==> src/mpe_midi_stream_parser_macros.svh <==
// Assertion helpers used by mpe_midi_stream_parser.sv.
`ifndef MPE_MIDI_STREAM_PARSER_MACROS_SVH
`define MPE_MIDI_STREAM_PARSER_MACROS_SVH

// Same-cycle implication, disabled while reset is asserted.
`define MPE_ASSERT_IMPL(label, clk, rst_n, ante, cons) \
	label: assert property (@(posedge clk) disable iff (!(rst_n)) (ante) |-> (cons)) \
		else $error("mpe parser assertion failed");

// Next-cycle implication, disabled while reset is asserted.
`define MPE_ASSERT_NEXT(label, clk, rst_n, ante, cons) \
	label: assert property (@(posedge clk) disable iff (!(rst_n)) (ante) |=> (cons)) \
		else $error("mpe parser assertion failed");

`endif

==> src/mpe_pkg.sv <==
package mpe_pkg;

	localparam logic [7:0] ST_NOTE_OFF   = 8'h80;
	localparam logic [7:0] ST_NOTE_ON    = 8'h90;
	localparam logic [7:0] ST_CTRL       = 8'hB0;
	localparam logic [7:0] ST_PROGRAM    = 8'hC0;
	localparam logic [7:0] ST_PRESSURE   = 8'hD0;
	localparam logic [7:0] ST_BEND       = 8'hE0;
	localparam logic [7:0] ST_SYSEX      = 8'hF0;
	localparam logic [7:0] ST_MTC        = 8'hF1;
	localparam logic [7:0] ST_SONG_POS   = 8'hF2;
	localparam logic [7:0] ST_SONG_SEL   = 8'hF3;
	localparam logic [7:0] ST_SYSEX_END  = 8'hF7;
	localparam logic [7:0] ST_REALTIME   = 8'hF8;

	localparam logic [6:0] CC_DATA_ENTRY = 7'd6;
	localparam logic [6:0] CC_SLIDE      = 7'd74;
	localparam logic [6:0] CC_RPN_FINE   = 7'd100;
	localparam logic [6:0] CC_RPN_COARSE = 7'd101;
	localparam logic [6:0] RPN_MPE_COARSE = 7'd0;
	localparam logic [6:0] RPN_MPE_FINE   = 7'd6;
	localparam logic [6:0] RPN_NULL       = 7'd127;

	localparam logic [1:0] KIND_NOTE     = 2'd0;
	localparam logic [1:0] KIND_BEND     = 2'd1;
	localparam logic [1:0] KIND_PRESSURE = 2'd2;
	localparam logic [1:0] KIND_SLIDE    = 2'd3;

	localparam logic [1:0] ROLE_OUTSIDE  = 2'd0;
	localparam logic [1:0] ROLE_MEMBER   = 2'd1;
	localparam logic [1:0] ROLE_MASTER   = 2'd2;

	localparam logic       REG_ZONE_SELECT  = 1'b0;
	localparam logic       REG_INITIAL_COUNT = 1'b1;
	localparam logic [3:0] INITIAL_COUNT_RESET = 4'd15;

	typedef struct packed {
		logic [7:0] running_status;
		logic       data_index;
		logic [1:0] system_bytes_left;
		logic       in_sysex_dump;
		logic [6:0] rpn_coarse;
		logic [6:0] rpn_fine;
		logic [3:0] member_count;
	} parser_state_t;

	typedef struct packed {
		logic [1:0]  event_kind;
		logic [1:0]  role;
		logic [4:0]  channel;
		logic [13:0] event_value;
		logic [6:0]  velocity;
	} mpe_event_t;

endpackage

==> src/mpe_stream_if.sv <==
interface mpe_byte_if;
	logic       valid;
	logic       ready;
	logic [7:0] midi_byte;

	modport source(output valid, output midi_byte, input ready);
	modport sink(input valid, input midi_byte, output ready);
endinterface

interface mpe_event_if;
	logic        valid;
	logic        ready;
	logic [1:0]  event_kind;
	logic [1:0]  role;
	logic [4:0]  channel;
	logic [13:0] event_value;
	logic [6:0]  velocity;

	modport source(output valid, output event_kind, output role, output channel,
		output event_value, output velocity, input ready);
	modport sink(input valid, input event_kind, input role, input channel,
		input event_value, input velocity, output ready);
endinterface

==> src/mpe_midi_stream_parser.sv <==
// Channel   Dir   Payload                                           Width
// midi      in    midi_byte                                         8
// result    out   event_kind, role, channel, event_value, velocity  2/2/5/14/7
// cfg       in    cfg_we, cfg_index, cfg_data                       1/1/4
//
// A new byte may be accepted each cycle while midi.ready is high.
// A result appears on the output register the cycle after its last byte.
// The result register is the only stall point: midi is held off only while
// a result waits and result.ready is low. Reset initialises the parser state but not first_data_byte_q or out_q.
`include "mpe_midi_stream_parser_macros.svh"

module mpe_midi_stream_parser
	import mpe_pkg::*;
(
	input  logic        clk,
	input  logic        arst_n,
	input  logic        cfg_we,
	input  logic        cfg_index,
	input  logic [3:0]  cfg_data,
	mpe_byte_if.sink    midi,
	mpe_event_if.source result
);

	parser_state_t st_q;
	parser_state_t st_next;
	parser_state_t st_d;
	logic [6:0]    first_data_byte_q;
	logic          zone_select_q;
	logic          first_we;
	logic          emit;
	mpe_event_t    ev;
	mpe_event_t    out_q;
	logic          out_valid_q;
	logic          accept;

	assign midi.ready = !out_valid_q || result.ready;
	assign accept     = midi.valid && midi.ready;

	mpe_step u_step (
		.midi_byte       (midi.midi_byte),
		.st              (st_q),
		.first_data_byte (first_data_byte_q),
		.zone_select     (zone_select_q),
		.st_next         (st_next),
		.first_we        (first_we),
		.emit            (emit),
		.ev              (ev)
	);

	// A write of the initial member count loads the live count; no separate copy is kept.
	always_comb begin
		st_d = accept ? st_next : st_q;
		if (cfg_we && cfg_index == REG_INITIAL_COUNT) begin
			st_d.member_count = cfg_data;
		end
	end

	always_ff @(posedge clk or negedge arst_n) begin
		if (!arst_n) begin
			zone_select_q     <= 1'b0;
			st_q.running_status    <= 8'd0;
			st_q.data_index        <= 1'b0;
			st_q.system_bytes_left <= 2'd0;
			st_q.in_sysex_dump     <= 1'b0;
			st_q.rpn_coarse        <= RPN_NULL;
			st_q.rpn_fine          <= RPN_NULL;
			st_q.member_count      <= INITIAL_COUNT_RESET;
			out_valid_q       <= 1'b0;
		end else begin
			st_q <= st_d;
			if (cfg_we && cfg_index == REG_ZONE_SELECT) begin
				zone_select_q <= cfg_data[0];
			end
			if (accept && emit) begin
				out_valid_q <= 1'b1;
			end else if (result.ready) begin
				out_valid_q <= 1'b0;
			end
		end
	end

	always_ff @(posedge clk) begin
		if (accept && first_we) begin
			first_data_byte_q <= midi.midi_byte[6:0];
		end
		if (accept && emit) begin
			out_q <= ev;
		end
	end

	assign result.valid       = out_valid_q;
	assign result.event_kind  = out_q.event_kind;
	assign result.role        = out_q.role;
	assign result.channel     = out_q.channel;
	assign result.event_value = out_q.event_value;
	assign result.velocity    = out_q.velocity;

	// Real-time bytes leave the framing state untouched.
	`MPE_ASSERT_NEXT(a_realtime_stable, clk, arst_n,
		accept && !cfg_we && midi.midi_byte >= ST_REALTIME, $stable(st_q))
	// A channel status byte becomes running status and restarts data counting.
	`MPE_ASSERT_NEXT(a_status_loads, clk, arst_n,
		accept && !cfg_we && midi.midi_byte[7] && midi.midi_byte[7:4] != ST_SYSEX[7:4],
		st_q.running_status == $past(midi.midi_byte) && !st_q.data_index)
	// A waiting result is never dropped while the sink stalls.
	`MPE_ASSERT_NEXT(a_result_held, clk, arst_n,
		out_valid_q && !result.ready, out_valid_q && $stable(out_q))
	// Data bytes inside a sysex dump never produce a result.
	`MPE_ASSERT_IMPL(a_sysex_silent, clk, arst_n,
		accept && st_q.in_sysex_dump && !midi.midi_byte[7], !emit)

endmodule

==> src/mpe_step.sv <==
module mpe_step
	import mpe_pkg::*;
(
	input  logic [7:0]    midi_byte,
	input  parser_state_t st,
	input  logic [6:0]    first_data_byte,
	input  logic          zone_select,
	output parser_state_t st_next,
	output logic          first_we,
	output logic          emit,
	output mpe_event_t    ev
);

	logic [3:0] hi;
	logic [3:0] nib;
	logic [3:0] master_nib;
	logic       one_byte_msg;
	logic [6:0] a;
	logic [6:0] b;
	logic [6:0] v7;
	logic [4:0] nib_sum;
	logic       is_master;

	assign hi         = st.running_status[7:4];
	assign nib        = st.running_status[3:0];
	assign master_nib = zone_select ? 4'd15 : 4'd0;
	assign is_master  = (nib == master_nib);
	assign v7         = midi_byte[6:0];
	assign one_byte_msg = (hi == ST_PROGRAM[7:4]) || (hi == ST_PRESSURE[7:4]);
	assign a          = one_byte_msg ? v7 : first_data_byte;
	assign b          = one_byte_msg ? 7'd0 : v7;
	assign nib_sum    = {1'b0, nib} + {1'b0, st.member_count};

	always_comb begin
		st_next  = st;
		first_we = 1'b0;
		emit     = 1'b0;
		ev.event_kind  = KIND_NOTE;
		ev.event_value = {7'd0, a};
		ev.velocity    = 7'd0;
		ev.channel     = {1'b0, nib} + 5'd1;
		if (is_master) begin
			ev.role = ROLE_MASTER;
		end else if (!zone_select && nib >= 4'd1 && nib <= st.member_count) begin
			ev.role = ROLE_MEMBER;
		end else if (zone_select && nib <= 4'd14 && nib_sum >= 5'd15) begin
			ev.role = ROLE_MEMBER;
		end else begin
			ev.role = ROLE_OUTSIDE;
		end

		if (midi_byte >= ST_REALTIME) begin
			st_next = st;
		end else if (midi_byte[7]) begin
			if (st.in_sysex_dump) begin
				st_next.in_sysex_dump = 1'b0;
			end
			if (!(st.in_sysex_dump && midi_byte == ST_SYSEX_END)) begin
				st_next.data_index        = 1'b0;
				st_next.system_bytes_left = 2'd0;
				if (midi_byte[7:4] == ST_SYSEX[7:4]) begin
					st_next.running_status = 8'd0;
					if (midi_byte == ST_SYSEX) begin
						st_next.in_sysex_dump = 1'b1;
					end else if (midi_byte == ST_SONG_POS) begin
						st_next.system_bytes_left = 2'd2;
					end else if (midi_byte == ST_MTC || midi_byte == ST_SONG_SEL) begin
						st_next.system_bytes_left = 2'd1;
					end
				end else begin
					st_next.running_status = midi_byte;
				end
			end
		end else if (st.in_sysex_dump) begin
			st_next = st;
		end else if (st.system_bytes_left != 2'd0) begin
			st_next.system_bytes_left = st.system_bytes_left - 2'd1;
		end else if (st.running_status != 8'd0) begin
			if (!one_byte_msg && !st.data_index) begin
				first_we           = 1'b1;
				st_next.data_index = 1'b1;
			end else begin
				st_next.data_index = 1'b0;
				case (hi)
					ST_NOTE_ON[7:4]: begin
						emit        = 1'b1;
						ev.velocity = b;
					end
					ST_NOTE_OFF[7:4]: begin
						emit = 1'b1;
					end
					ST_PRESSURE[7:4]: begin
						emit          = 1'b1;
						ev.event_kind = KIND_PRESSURE;
					end
					ST_BEND[7:4]: begin
						emit           = 1'b1;
						ev.event_kind  = KIND_BEND;
						ev.event_value = {b, a};
					end
					ST_CTRL[7:4]: begin
						if (is_master && a == CC_RPN_COARSE) begin
							st_next.rpn_coarse = b;
						end else if (is_master && a == CC_RPN_FINE) begin
							st_next.rpn_fine = b;
						end else if (is_master && a == CC_DATA_ENTRY
								&& st.rpn_coarse == RPN_MPE_COARSE
								&& st.rpn_fine == RPN_MPE_FINE) begin
							st_next.member_count = (b > 7'd15) ? 4'd15 : b[3:0];
						end else if (a == CC_SLIDE) begin
							emit           = 1'b1;
							ev.event_kind  = KIND_SLIDE;
							ev.event_value = {7'd0, b};
						end
					end
					default: begin
						emit = 1'b0;
					end
				endcase
			end
		end
	end

endmodule
==> src/flat_wrapper.sv <==
// flat-port wrapper written by rule: the top's interface ports become plain ports
module mpe_midi_stream_parser_flat import mpe_pkg::*;
  (clk, arst_n, cfg_we, cfg_index, cfg_data, midi_valid, midi_midi_byte, midi_ready, result_valid, result_event_kind, result_role, result_channel, result_event_value, result_velocity, result_ready);
  mpe_byte_if midi_i ();
  mpe_event_if result_i ();
  input  logic clk;
  input  logic arst_n;
  input  logic cfg_we;
  input  logic cfg_index;
  input  logic [3:0] cfg_data;
  input wire logic [$bits(midi_i.valid)-1:0] midi_valid;
  input wire logic [$bits(midi_i.midi_byte)-1:0] midi_midi_byte;
  output wire logic [$bits(midi_i.ready)-1:0] midi_ready;
  output wire logic [$bits(result_i.valid)-1:0] result_valid;
  output wire logic [$bits(result_i.event_kind)-1:0] result_event_kind;
  output wire logic [$bits(result_i.role)-1:0] result_role;
  output wire logic [$bits(result_i.channel)-1:0] result_channel;
  output wire logic [$bits(result_i.event_value)-1:0] result_event_value;
  output wire logic [$bits(result_i.velocity)-1:0] result_velocity;
  input wire logic [$bits(result_i.ready)-1:0] result_ready;
  assign midi_i.valid = midi_valid;
  assign midi_i.midi_byte = midi_midi_byte;
  assign midi_ready = midi_i.ready;
  assign result_valid = result_i.valid;
  assign result_event_kind = result_i.event_kind;
  assign result_role = result_i.role;
  assign result_channel = result_i.channel;
  assign result_event_value = result_i.event_value;
  assign result_velocity = result_i.velocity;
  assign result_i.ready = result_ready;
  mpe_midi_stream_parser u_core (.clk(clk), .arst_n(arst_n), .cfg_we(cfg_we), .cfg_index(cfg_index), .cfg_data(cfg_data), .midi(midi_i), .result(result_i));
endmodule
==> config.mk <==
export PLATFORM = sky130hd
export DESIGN_NAME = mpe_midi_stream_parser_flat
export DESIGN_NICKNAME = d
export VERILOG_FILES = /design/src/mpe_pkg.sv /design/src/mpe_stream_if.sv /design/src/mpe_midi_stream_parser.sv /design/src/mpe_step.sv /design/src/flat_wrapper.sv
export VERILOG_INCLUDE_DIRS = /design/src /design/src/src
export SDC_FILE = /design/constraint.sdc
export NUM_CORES = 1
export LEC_CHECK = 0
export BUFFER_PORTS_ARGS = -buffer_cell sky130_fd_sc_hd__buf_2
export CAP_MARGIN = 40
export CORE_ASPECT_RATIO = 1.2
export CORE_MARGIN = 2
export CORE_UTILIZATION = 50
export CTS_BUF_LIST = sky130_fd_sc_hd__clkbuf_8 sky130_fd_sc_hd__clkbuf_16
export DETAILED_ROUTE_END_ITERATION = 7
export HOLD_SLACK_MARGIN = 0.05
export PLACE_DENSITY = 0.71
export SYNTH_ARGS = -nofsm -noshare
export SYNTH_HDL_FRONTEND = slang
export SYNTH_SLANG_ARGS = --single-unit
==> constraint.sdc <==
create_clock -name clk -period 2.7 [get_ports clk]
set_input_delay 0 -clock clk [delete_from_list [all_inputs] [get_ports clk]]
set_output_delay 0 -clock clk [all_outputs]
set_load 0.005 [all_outputs]
==> flow_summary.yaml, run 1 <==
outcome:
  status: "finished, final reports clean"
layout:
  num_antenna_cells: 0
  register_area_um2: 1934
  fin_area_um2: 4239
  drive_above_1_share: 0.2708
  area_delta_synth_final_pct: 19.34
  multi_input_area_um2: 1491
  nets: 400
  fin_util: 0.6185
  n_fill_cell: 579
  layout.cells.non_filler: 460
yosys:
  synth_xor_area_frac: 0.009863
  yosysWarningCount: 0
  syn_area_per_cell_um2: 11.84
  synth_fa_ha_area_frac: 0.05143
  synth_seq_area_share: 0.5446
  synth_area_um2: 3552
  synthArstFlopShare: 0.4638
  synth_compound_area_frac: 0.1039
  syn_nets: 332
  synth_common_cells: "edfxtp_1 (37), nand2_1 (28), inv_1 (19)"
  synth_top_family_by_area: "simple AND/OR/NAND/NOR gates"
  syn_inst: 300
  synth.distinct_cells: 61
  synthMuxAreaShare: 0.07644
  synthSimpleGateAreaFrac: 0.1782
  synth_top_cell_area_share: 0.3128
  synth-edff-count: 37
  synth_ff_type: "edfxtp_1"
  yosys.area.top_type: "edfxtp_1"
  synth_seq_cells: 69
  ys_top_cells_by_area: "edfxtp_1 (31%), dfstp_2 (13%), dfrtp_1 (9.9%)"
  yosysMostFrequentCell: "edfxtp_1"
floorplanning:
  die-area_um2: 7797
  pin_count: 50
  die_y_um: 96.33
  core-area_um2: 6854
  start_util: 0.5183
  rows: 33
  fp.dieW_um: 80.95
drt:
  ant_nets: 0
  wl_met1_um: 3249
  top_layer_used: "met4"
  wl_met3_um: 431
  drt_iter0_markers: 204
  wl_per_cell_um: 17.04
  dr.pass1.iters: 4
  wl_met2_um: 4044
  vias: 2604
  drc_errors: 0
  routed_wl_um: 7837
  via_per_inst: 5.661
setup_path:
  required_ns: 2.73
  r2r_setup_slack_ns: 0.38
  crit_path_end_kind: "flop"
  r2r-end: "u_core.result.event_value[4]"
  crit_fanout: 23
  critPathArrivalTime_ns: 2.35
  path_class: "flop to flop"
  start_kind: "flop"
  reg2reg_depth: 5
  r2r-start: "u_core.st_q[27]"
worst_hold_path:
  holdPathEnd: "u_core.st_q[19]"
  hold_start: "midi_midi_byte[7]"
  hold_class: "input port to flop"
  min_path_cells: 4
place:
  place_congestion: 0.8882
  hpwlAfterDp_um: 5453
  dp_slack_ns: 0.3984
  place_area_um2: 3881
  placedCellCount: 429
  io_buffers: 49
sta:
  max_clock_freq_mhz: 430.2
  slew_headroom: 0.5264
  fin_crit_sh: 0.8609
  min_period_ns: 2.324
  fin_tns_setup_ns: 0
  setup_violations: 0
  rsz0062_at_grt: "no"
  hold_viol: 0
  slew_violations: 0
  fin_skew_ns: 0.004389
  fin_ws_ns: 0.3756
  worst_pin_slew_ns: 0.7104
clock_network:
  ctsResizeCount: 0
  cts_tree: "done"
  ctsHtreeMaxLevel: 3
  root_buffer: "clkbuf_8"
  clock-sinks: 69
  clockBufferDepth: 2
  cts_made_buffers: 9
  clk_pin_slew_worst_paths_ns: 0.07
  clkLatencyLatePin_ns: 0.35
  post_cts_buffers: 0
power:
  p_leak_nw: 1.797
  power_density_nw_per_um2: 603.6
  peakVddDrop_uv: 374.9
global_routing:
  antenna_found_initial: 0
  overflow: 0
  grtUsageTotal: 0.2178
  grt_pass1_vias: 2646
  grt_max_degree: 33
  grt_pass1_wl_um: 12590
flow_run:
  maxCapViolCount: 0
==> cells by family after synthesis <==
| kind of cell | Yosys count |
|---|---|
| buffers and inverters | 30 |
| AND/OR/NAND/NOR | 109 |
| AO/OA/AOI/OAI | 49 |
| flip-flops | 69 |
| multiplexers | 25 |
| adder cells (fa/ha/maj) | 14 |
| XOR/XNOR | 4 |
==> worst max-delay path, stage by stage, from the launching register on <==
cell,delay (ns)
dfrtp_1,0.50
and3b_1,0.51
nand4_1,0.16
a21boi_0,0.31
o2111a_1,0.24
buf_4,0.29
==> area by class of cell <==
| class | instances | share of cell area |
|---|---|---|
| Inverter | 19 | 0.01682 |
| Timing Repair Buffer | 68 | 0.1004 |
| Clock buffer | 9 | 0.02922 |
| Tap cell | 87 | 0.02568 |
| Clock inverter | 7 | 0.01978 |
| Sequential cell | 69 | 0.4563 |
| Multi-Input combinational cell | 201 | 0.3518 |
==> how the worst max path moves through the flow <==
stage / startpoint / endpoint / slack (ns) / depth (start not counted)
2_1_floorplan: u_core.st_q[19] / u_core.result.channel[0] / 0.22 / 6
3_3_place_gp: u_core.st_q[27] / u_core.result.event_value[5] / 0.44 / 5
3_5_place_dp: u_core.st_q[27] / u_core.result.event_value[5] / 0.40 / 5
4_1_cts: u_core.st_q[27] / u_core.result.event_kind[0] / 0.37 / 5
5_1_grt: u_core.st_q[19] / u_core.result.event_value[6] / 0.22 / 7
6_report: u_core.st_q[27] / u_core.result.event_value[4] / 0.38 / 5
==> sequential cells by signal, indices dropped and copies added (netlist names) <==
| name | count |
|---|---|
| u_core.result.event_kind | 2 |
| u_core.result.valid | 1 |
| u_core.result.event_value | 14 |
| u_core.result.channel | 5 |
| u_core.result.velocity | 7 |
| u_core.result.role | 2 |
| u_core.st_q | 30 |
| u_core.zone_select_q | 1 |
| u_core.first_data_byte_q | 7 |
==> routing by layer <==
metal	vias up	GRT usage
met5	-	0
met4	0	0.09746
met3	10	0.03659
met2	77	0.3774
met1	1285	0.2652
li1	1232	-
==> power breakdown <==
| group | switching [mW] | total, mW | internal [mW] |
|---|---|---|---|
| sequential | 0.0759 | 1.26 | 1.18 |
| combinational | 0.235 | 0.417 | 0.182 |
| clock | 0.373 | 0.881 | 0.508 |
==> per-stage QoR <==
| step | total power, mW | hold WS [ns] |
|---|---|---|
| after global routing | 2.672 | 0.1342 |
| after floorplan | 1.546 | -0.2956 |
| final | 2.559 | 0.09232 |
| after CTS | 2.572 | 0.07444 |
| after global placement | 1.661 | 0.08664 |
| after detailed placement | 1.676 | 0.09014 |
==> placed cells by master (no fill, tap or decap), drive strengths merged, types with 3 or more instances in the layout <==
cell type	n
mux2i	8
nand4	5
dlygate4sd3	15
o22a	3
inv	22
dfrtp	14
and2	10
nor2b	8
clkbuf	9
nor4	5
nand3b	3
nand2	28
edfxtp	37
o21ai	15
nor3	9
mux2	17
o31ai	5
nor4b	3
nand3	6
a21oi	7
nor2	15
dfstp	18
nand4b	4
nand2b	3
buf	53
ha	13
or3	3
==> repair_timing <==
| item | 4_1_cts | 5_1_grt |
|---|---|---|
| endpoints found under the hold margin | 32 | 0 |
| endpoints found under the setup margin | 0 | 0 |
| hold buffers | 15 | 0 |
Note: power is estimated with default switching activity, not from simulation.
==> inputs of run 2 (changes only) <==
CORE_ASPECT_RATIO = 1.5   (was 1.2)
CORE_UTILIZATION = 40   (was 50)
PLACE_DENSITY = unset   (was 0.71)
REMOVE_ABC_BUFFERS = 1   (was unset)
==> run 2 against run 1 <==
Effect of this change: flip-flop and latch count stayed put; non-clock buffer count stayed put; count of clock-buffer cells in the layout is 1 higher; sequential power hardly changed; combinational power is 2% higher; critical path depth is 2 higher; first-iteration DRC count is 38% lower; utilization is 12 points lower; clock skew hardly changed; clock power is 16% higher; hold slack worse by 0.025 ns; register-to-register slack hardly changed; critical path type unchanged; critical endpoint is now u_core.result.event_value[5]; highest routed layer unchanged.
==> flow_summary.yaml, run 2 (synthesized netlist as in run 1, its figures left out) <==
layout:
  final_cell_mix: "buf_2 (49), edfxtp_1 (37), nand2_1 (28), inv_1 (22), dfstp_2 (18)"
  layout_commonest_cell: "buf_2"
  largest_register_ffs: 30
  nets: 400
  fin_area_um2: 4334
  num_antenna_cells: 0
  fin_util: 0.4968
  top_register: "u_core.st_q"
  layout.cells.non_filler: 483
  drive_above_1_share: 0.2708
  area_delta_synth_final_pct: 22.01
floorplanning:
  pin_count: 50
  rows: 42
  fp.dieW_um: 80.95
  start_util: 0.4072
  die-area_um2: 9666
  die_y_um: 119.4
  core-area_um2: 8723
global_routing:
  grt_max_degree: 33
  grtUsageTotal: 0.1857
  antenna_found_initial: 0
  overflow: 0
  grt_pass1_vias: 2668
  grt_pass1_wl_um: 13270
sta:
  fin_skew_ns: 0.004756
  worst_pin_slew_ns: 0.7111
  slew_violations: 0
  hold_viol: 0
  fin_crit_sh: 0.8609
  slew_headroom: 0.5259
  max_clock_freq_mhz: 430.2
  rsz0062_at_grt: "no"
  min_period_ns: 2.324
  fin_tns_setup_ns: 0
  setup_violations: 0
setup_path:
  critPathArrivalTime_ns: 2.35
  path_class: "flop to flop"
  cp_top_family: "simple AND/OR/NAND/NOR gates"
  start_kind: "flop"
  cp-endpoint: "u_core.result.event_value[5]"
  reg2reg_depth: 7
  cp_num_cells: 7
  worstPathCellList: "inv_1 -> ha_1 -> nor3b_1 -> nand2_1 -> nor2_1 -> o2111a_1 -> buf_4"
  crit_path_end_kind: "flop"
  crit_fanout: 7
  max_stage_delay_ns: 0.38
  path_buf_inv: 2
  r2r_setup_slack_ns: 0.38
  crit_slowest_cell: "dfrtp_1"
  r2r-end: "u_core.result.event_value[5]"
  required_ns: 2.73
  critPathLaunch: "u_core.st_q[19]"
  r2r-start: "u_core.st_q[19]"
clock_network:
  clkLatencyLatePin_ns: 0.33
  cts-hold-fix-buffers: 14
  cts_tree: "done"
  ctsResizeCount: 0
  clockBufferDepth: 2
  cts_made_buffers: 9
  ctsHtreeMaxLevel: 3
  clock-sinks: 69
  root_buffer: "clkbuf_16"
  post_cts_buffers: 0
  clk_pin_slew_worst_paths_ns: 0.05
power:
  p_leak_nw: 1.827
  power_density_nw_per_um2: 624.8
  peakVddDrop_uv: 327.7
  total_power_mw: 2.708
drt:
  vias: 2584
  wl_per_cell_um: 16.97
  ant_nets: 0
  routed_wl_um: 8198
  drc_errors: 0
  via_per_inst: 5.350
  drt_iter0_markers: 126
  dr.pass1.iters: 4
place:
  place_congestion: 0.8531
  hpwlAfterDp_um: 5930
  io_buffers: 49
  placedCellCount: 453
  place_area_um2: 3930
worst_hold_path:
  hold_class: "input port to flop"
outcome:
  status: "finished, final reports clean"
flow_run:
  maxCapViolCount: 0
==> run 2: worst min-delay path by stage <==
| stage | start | end | slack (ns) | cells past startpoint |
|---|---|---|---|---|
| after floorplan | arst_n | u_core.result.valid | -0.30 | 0 |
| after global placement | arst_n | u_core.result.valid | 0.1 | 1 |
| after detailed placement | arst_n | u_core.result.valid | 0.1 | 1 |
| after CTS | midi_midi_byte[4] | u_core.first_data_byte_q[4] | 0.05 | 1 |
| after global routing | midi_midi_byte[4] | u_core.first_data_byte_q[4] | 0.07 | 1 |
| final | midi_midi_byte[4] | u_core.first_data_byte_q[4] | 0.07 | 1 |
==> run 2: worst reg2reg max path, cell delays in order, from the launching register on <==
cell	delay, ns
dfrtp_1	0.38
inv_1	0.08
ha_1	0.19
nor3b_1	0.37
nand2_1	0.20
nor2_1	0.27
o2111a_1	0.30
buf_4	0.22
==> run 2: layout make-up <==
cell class	instances	area [um^2]
multi-input cells	201	1491
well taps	110	137.6
clock buffers	10	239.0
repair buffers	68	435.4
flip-flops and latches	69	1934
clock inverters	6	25.02
inverters	19	71.32
fillers	823	4389
==> run 2: stage by stage <==
step / hold slack [ns] / setup WS [ns]
final: 0.06683 / 0.3757
after global routing: 0.06956 / 0.2224
after CTS: 0.05077 / 0.4116
after detailed placement: 0.09888 / 0.4275
after global placement: 0.09641 / 0.4893
after floorplan: -0.2956 / 0.1767
==> run 2: layer usage <==
layer / GRT usage / part of all wire / vias to the layer above
met5: 0 / 0 / -
met4: 0.1091 / 0.036 / 0
met3: 0.04015 / 0.046 / 21
met2: 0.3223 / 0.55 / 64
met1: 0.2015 / 0.37 / 1259
li1: - / - / 1240
==> run 2: where the power goes <==
part	leakage [nW]	internal [mW]	switching [mW]	total, mW
registers	0.663	1.19	0.0743	1.26
clock network	0.143	0.628	0.394	1.02
logic	1.02	0.184	0.241	0.425
total	1.83	2.00	0.709	2.71
==> inputs of run 3 (changes only) <==
CAP_MARGIN = unset   (was 40)
clock period = 2.04 ns   (was 2.7 ns; I/O delays follow)
==> run 3 against run 2 <==
Effect of this change: register-to-register slack got worse by 0.37 ns; flip-flop and latch count unchanged; routed wire length increased by 7.7%; global-route usage increased by 0.76 points; sequential power increased by 31%; utilization increased by 5.7 points; count of clock-buffer cells in the layout unchanged; critical path type unchanged; final area increased by 11%; via count increased by 8.0%; non-clock buffer count increased by 46.
==> flow_summary.yaml, run 3 (synthesized netlist as in run 1, its figures left out) <==
flow_run:
  maxCapViolCount: 0
clock_network:
  cts_made_buffers: 9
  clock-sinks: 69
  clockBufferDepth: 2
  cts_tree: "done"
  root_buffer: "clkbuf_16"
  ctsHtreeMaxLevel: 3
  clk_pin_slew_worst_paths_ns: 0.06
  clkLatencyLatePin_ns: 0.33
setup_path:
  path_class: "flop to flop"
  required_ns: 2.30
  crit_path_end_kind: "flop"
  start_kind: "flop"
  crit_fanout: 4
  critPathArrivalTime_ns: 2.29
layout:
  area_delta_synth_final_pct: 35.93
  nets: 446
  fin_area_um2: 4828
  drive_above_1_share: 0.3890
  largest_register_ffs: 30
  num_antenna_cells: 0
  n_fill_cell: 811
  layout_commonest_cell: "buf_4"
  top_register: "u_core.st_q"
  final_cell_mix: "buf_4 (49), buf_2 (46), edfxtp_1 (37), nand2_1 (28), inv_1 (23)"
drt:
  ant_nets: 0
  via_per_inst: 5.274
  vias: 2790
  drt_iter0_markers: 230
  drc_errors: 0
  dr.pass1.iters: 4
  routed_wl_um: 8833
  wl_per_cell_um: 16.70
place:
  place_area_um2: 4193
  place_congestion: 0.9107
  io_buffers: 49
  hpwlAfterDp_um: 6392
sta:
  fin_crit_sh: 0.9969
  worst_pin_slew_ns: 0.7088
  max_clock_freq_mhz: 491.7
  slew_violations: 0
  min_period_ns: 2.034
  rsz0062_at_grt: "yes"
  fin_skew_ns: 0.008501
  setup_violations: 0
  finalHoldWorstSlack_ns: 0.1542
  hold_viol: 0
  slew_headroom: 0.5275
floorplanning:
  start_util: 0.4072
  die_y_um: 119.4
  rows: 42
  core-area_um2: 8723
  die-area_um2: 9666
  pin_count: 50
  fp.dieW_um: 80.95
power:
  p_leak_nw: 2.092
  power_density_nw_per_um2: 810.0
  total_power_mw: 3.911
  peakVddDrop_uv: 473.3
worst_hold_path:
  hold_class: "input port to flop"
global_routing:
  grt_pass1_vias: 2783
  grtUsageTotal: 0.1934
  grt_max_degree: 33
  antenna_found_initial: 0
  grt_pass1_wl_um: 13660
  overflow: 0
outcome:
  status: "finished, final reports clean"
[run 3: metal layers]
layer / up-vias / part of all wire / global-route usage
li1: 1326 / - / -
met1: 1368 / 0.39 / 0.2143
met2: 67 / 0.53 / 0.3290
met3: 29 / 0.031 / 0.04318
met4: 0 / 0.045 / 0.1155
met5: - / 0 / 0
[run 3: path summary, 6_finish.rpt]
| check | startpoint | to | slack [ns] | cells after the start |
|---|---|---|---|---|
| worst max-delay path | u_core.st_q[28] | u_core.st_q[10] | 0.006 | 6 |
| worst min-delay path | midi_valid | u_core.st_q[21] | 0.15 | 5 |
| worst max register to register | u_core.st_q[28] | u_core.st_q[10] | 0.006 | 6 |
| worst min register to register | u_core.result.valid | u_core.result.valid | 0.51 | 1 |
| max in group asynchronous | arst_n | u_core.st_q[23] | 1.28 | 2 |
| min in group asynchronous | arst_n | u_core.st_q[21] | 0.27 | 2 |
[run 3: final cells by class]
| class | count | area (um^2) | share of cell area |
|---|---|---|---|
| Sequential cell | 69 | 1936 | 0.4009 |
| Clock inverter | 6 | 50.05 | 0.01037 |
| Tap cell | 110 | 137.6 | 0.02850 |
| Timing Repair Buffer | 114 | 802.0 | 0.1661 |
| Multi-Input combinational cell | 201 | 1593 | 0.3299 |
| Inverter | 19 | 71.32 | 0.01477 |
| Clock buffer | 10 | 239.0 | 0.04949 |
[run 3: timing repair]
item / CTS / global route
hold endpoints to repair: 30 / 0
setup endpoints to repair: 32 / 65
gates resized for setup: 5 / 26
hold buffers: 15 / 0
setup buffers: 0 / 10
pin swaps: 1 / 12
[run 3: worst max-delay path, cell delays in order, from the launching register on]
cell and delay (ns):
dfrtp_1 0.42, and3b_2 0.26, nor4_1 0.38, a22o_1 0.21, and4b_1 0.23, buf_4 0.14, mux2_1 0.32
[run 3: per-stage QoR]
stage                     utilization  instances  setup WS, ns  setup TNS, ns
after floorplan                     -        289       -0.4833         -14.83
after global placement         0.4806        488      0.008503              0
after global routing           0.5535        529      -0.05246        -0.7909
final                          0.5535        529      0.006351              0
after detailed placement       0.4806        488      -0.02489       -0.02489
after CTS                      0.5339        519     -0.002900      -0.002900
[run 3: report_power, final]
group          switching (mW)  internal [mW]
clock network           0.542          0.958
registers              0.0807           1.57
logic                   0.391          0.368
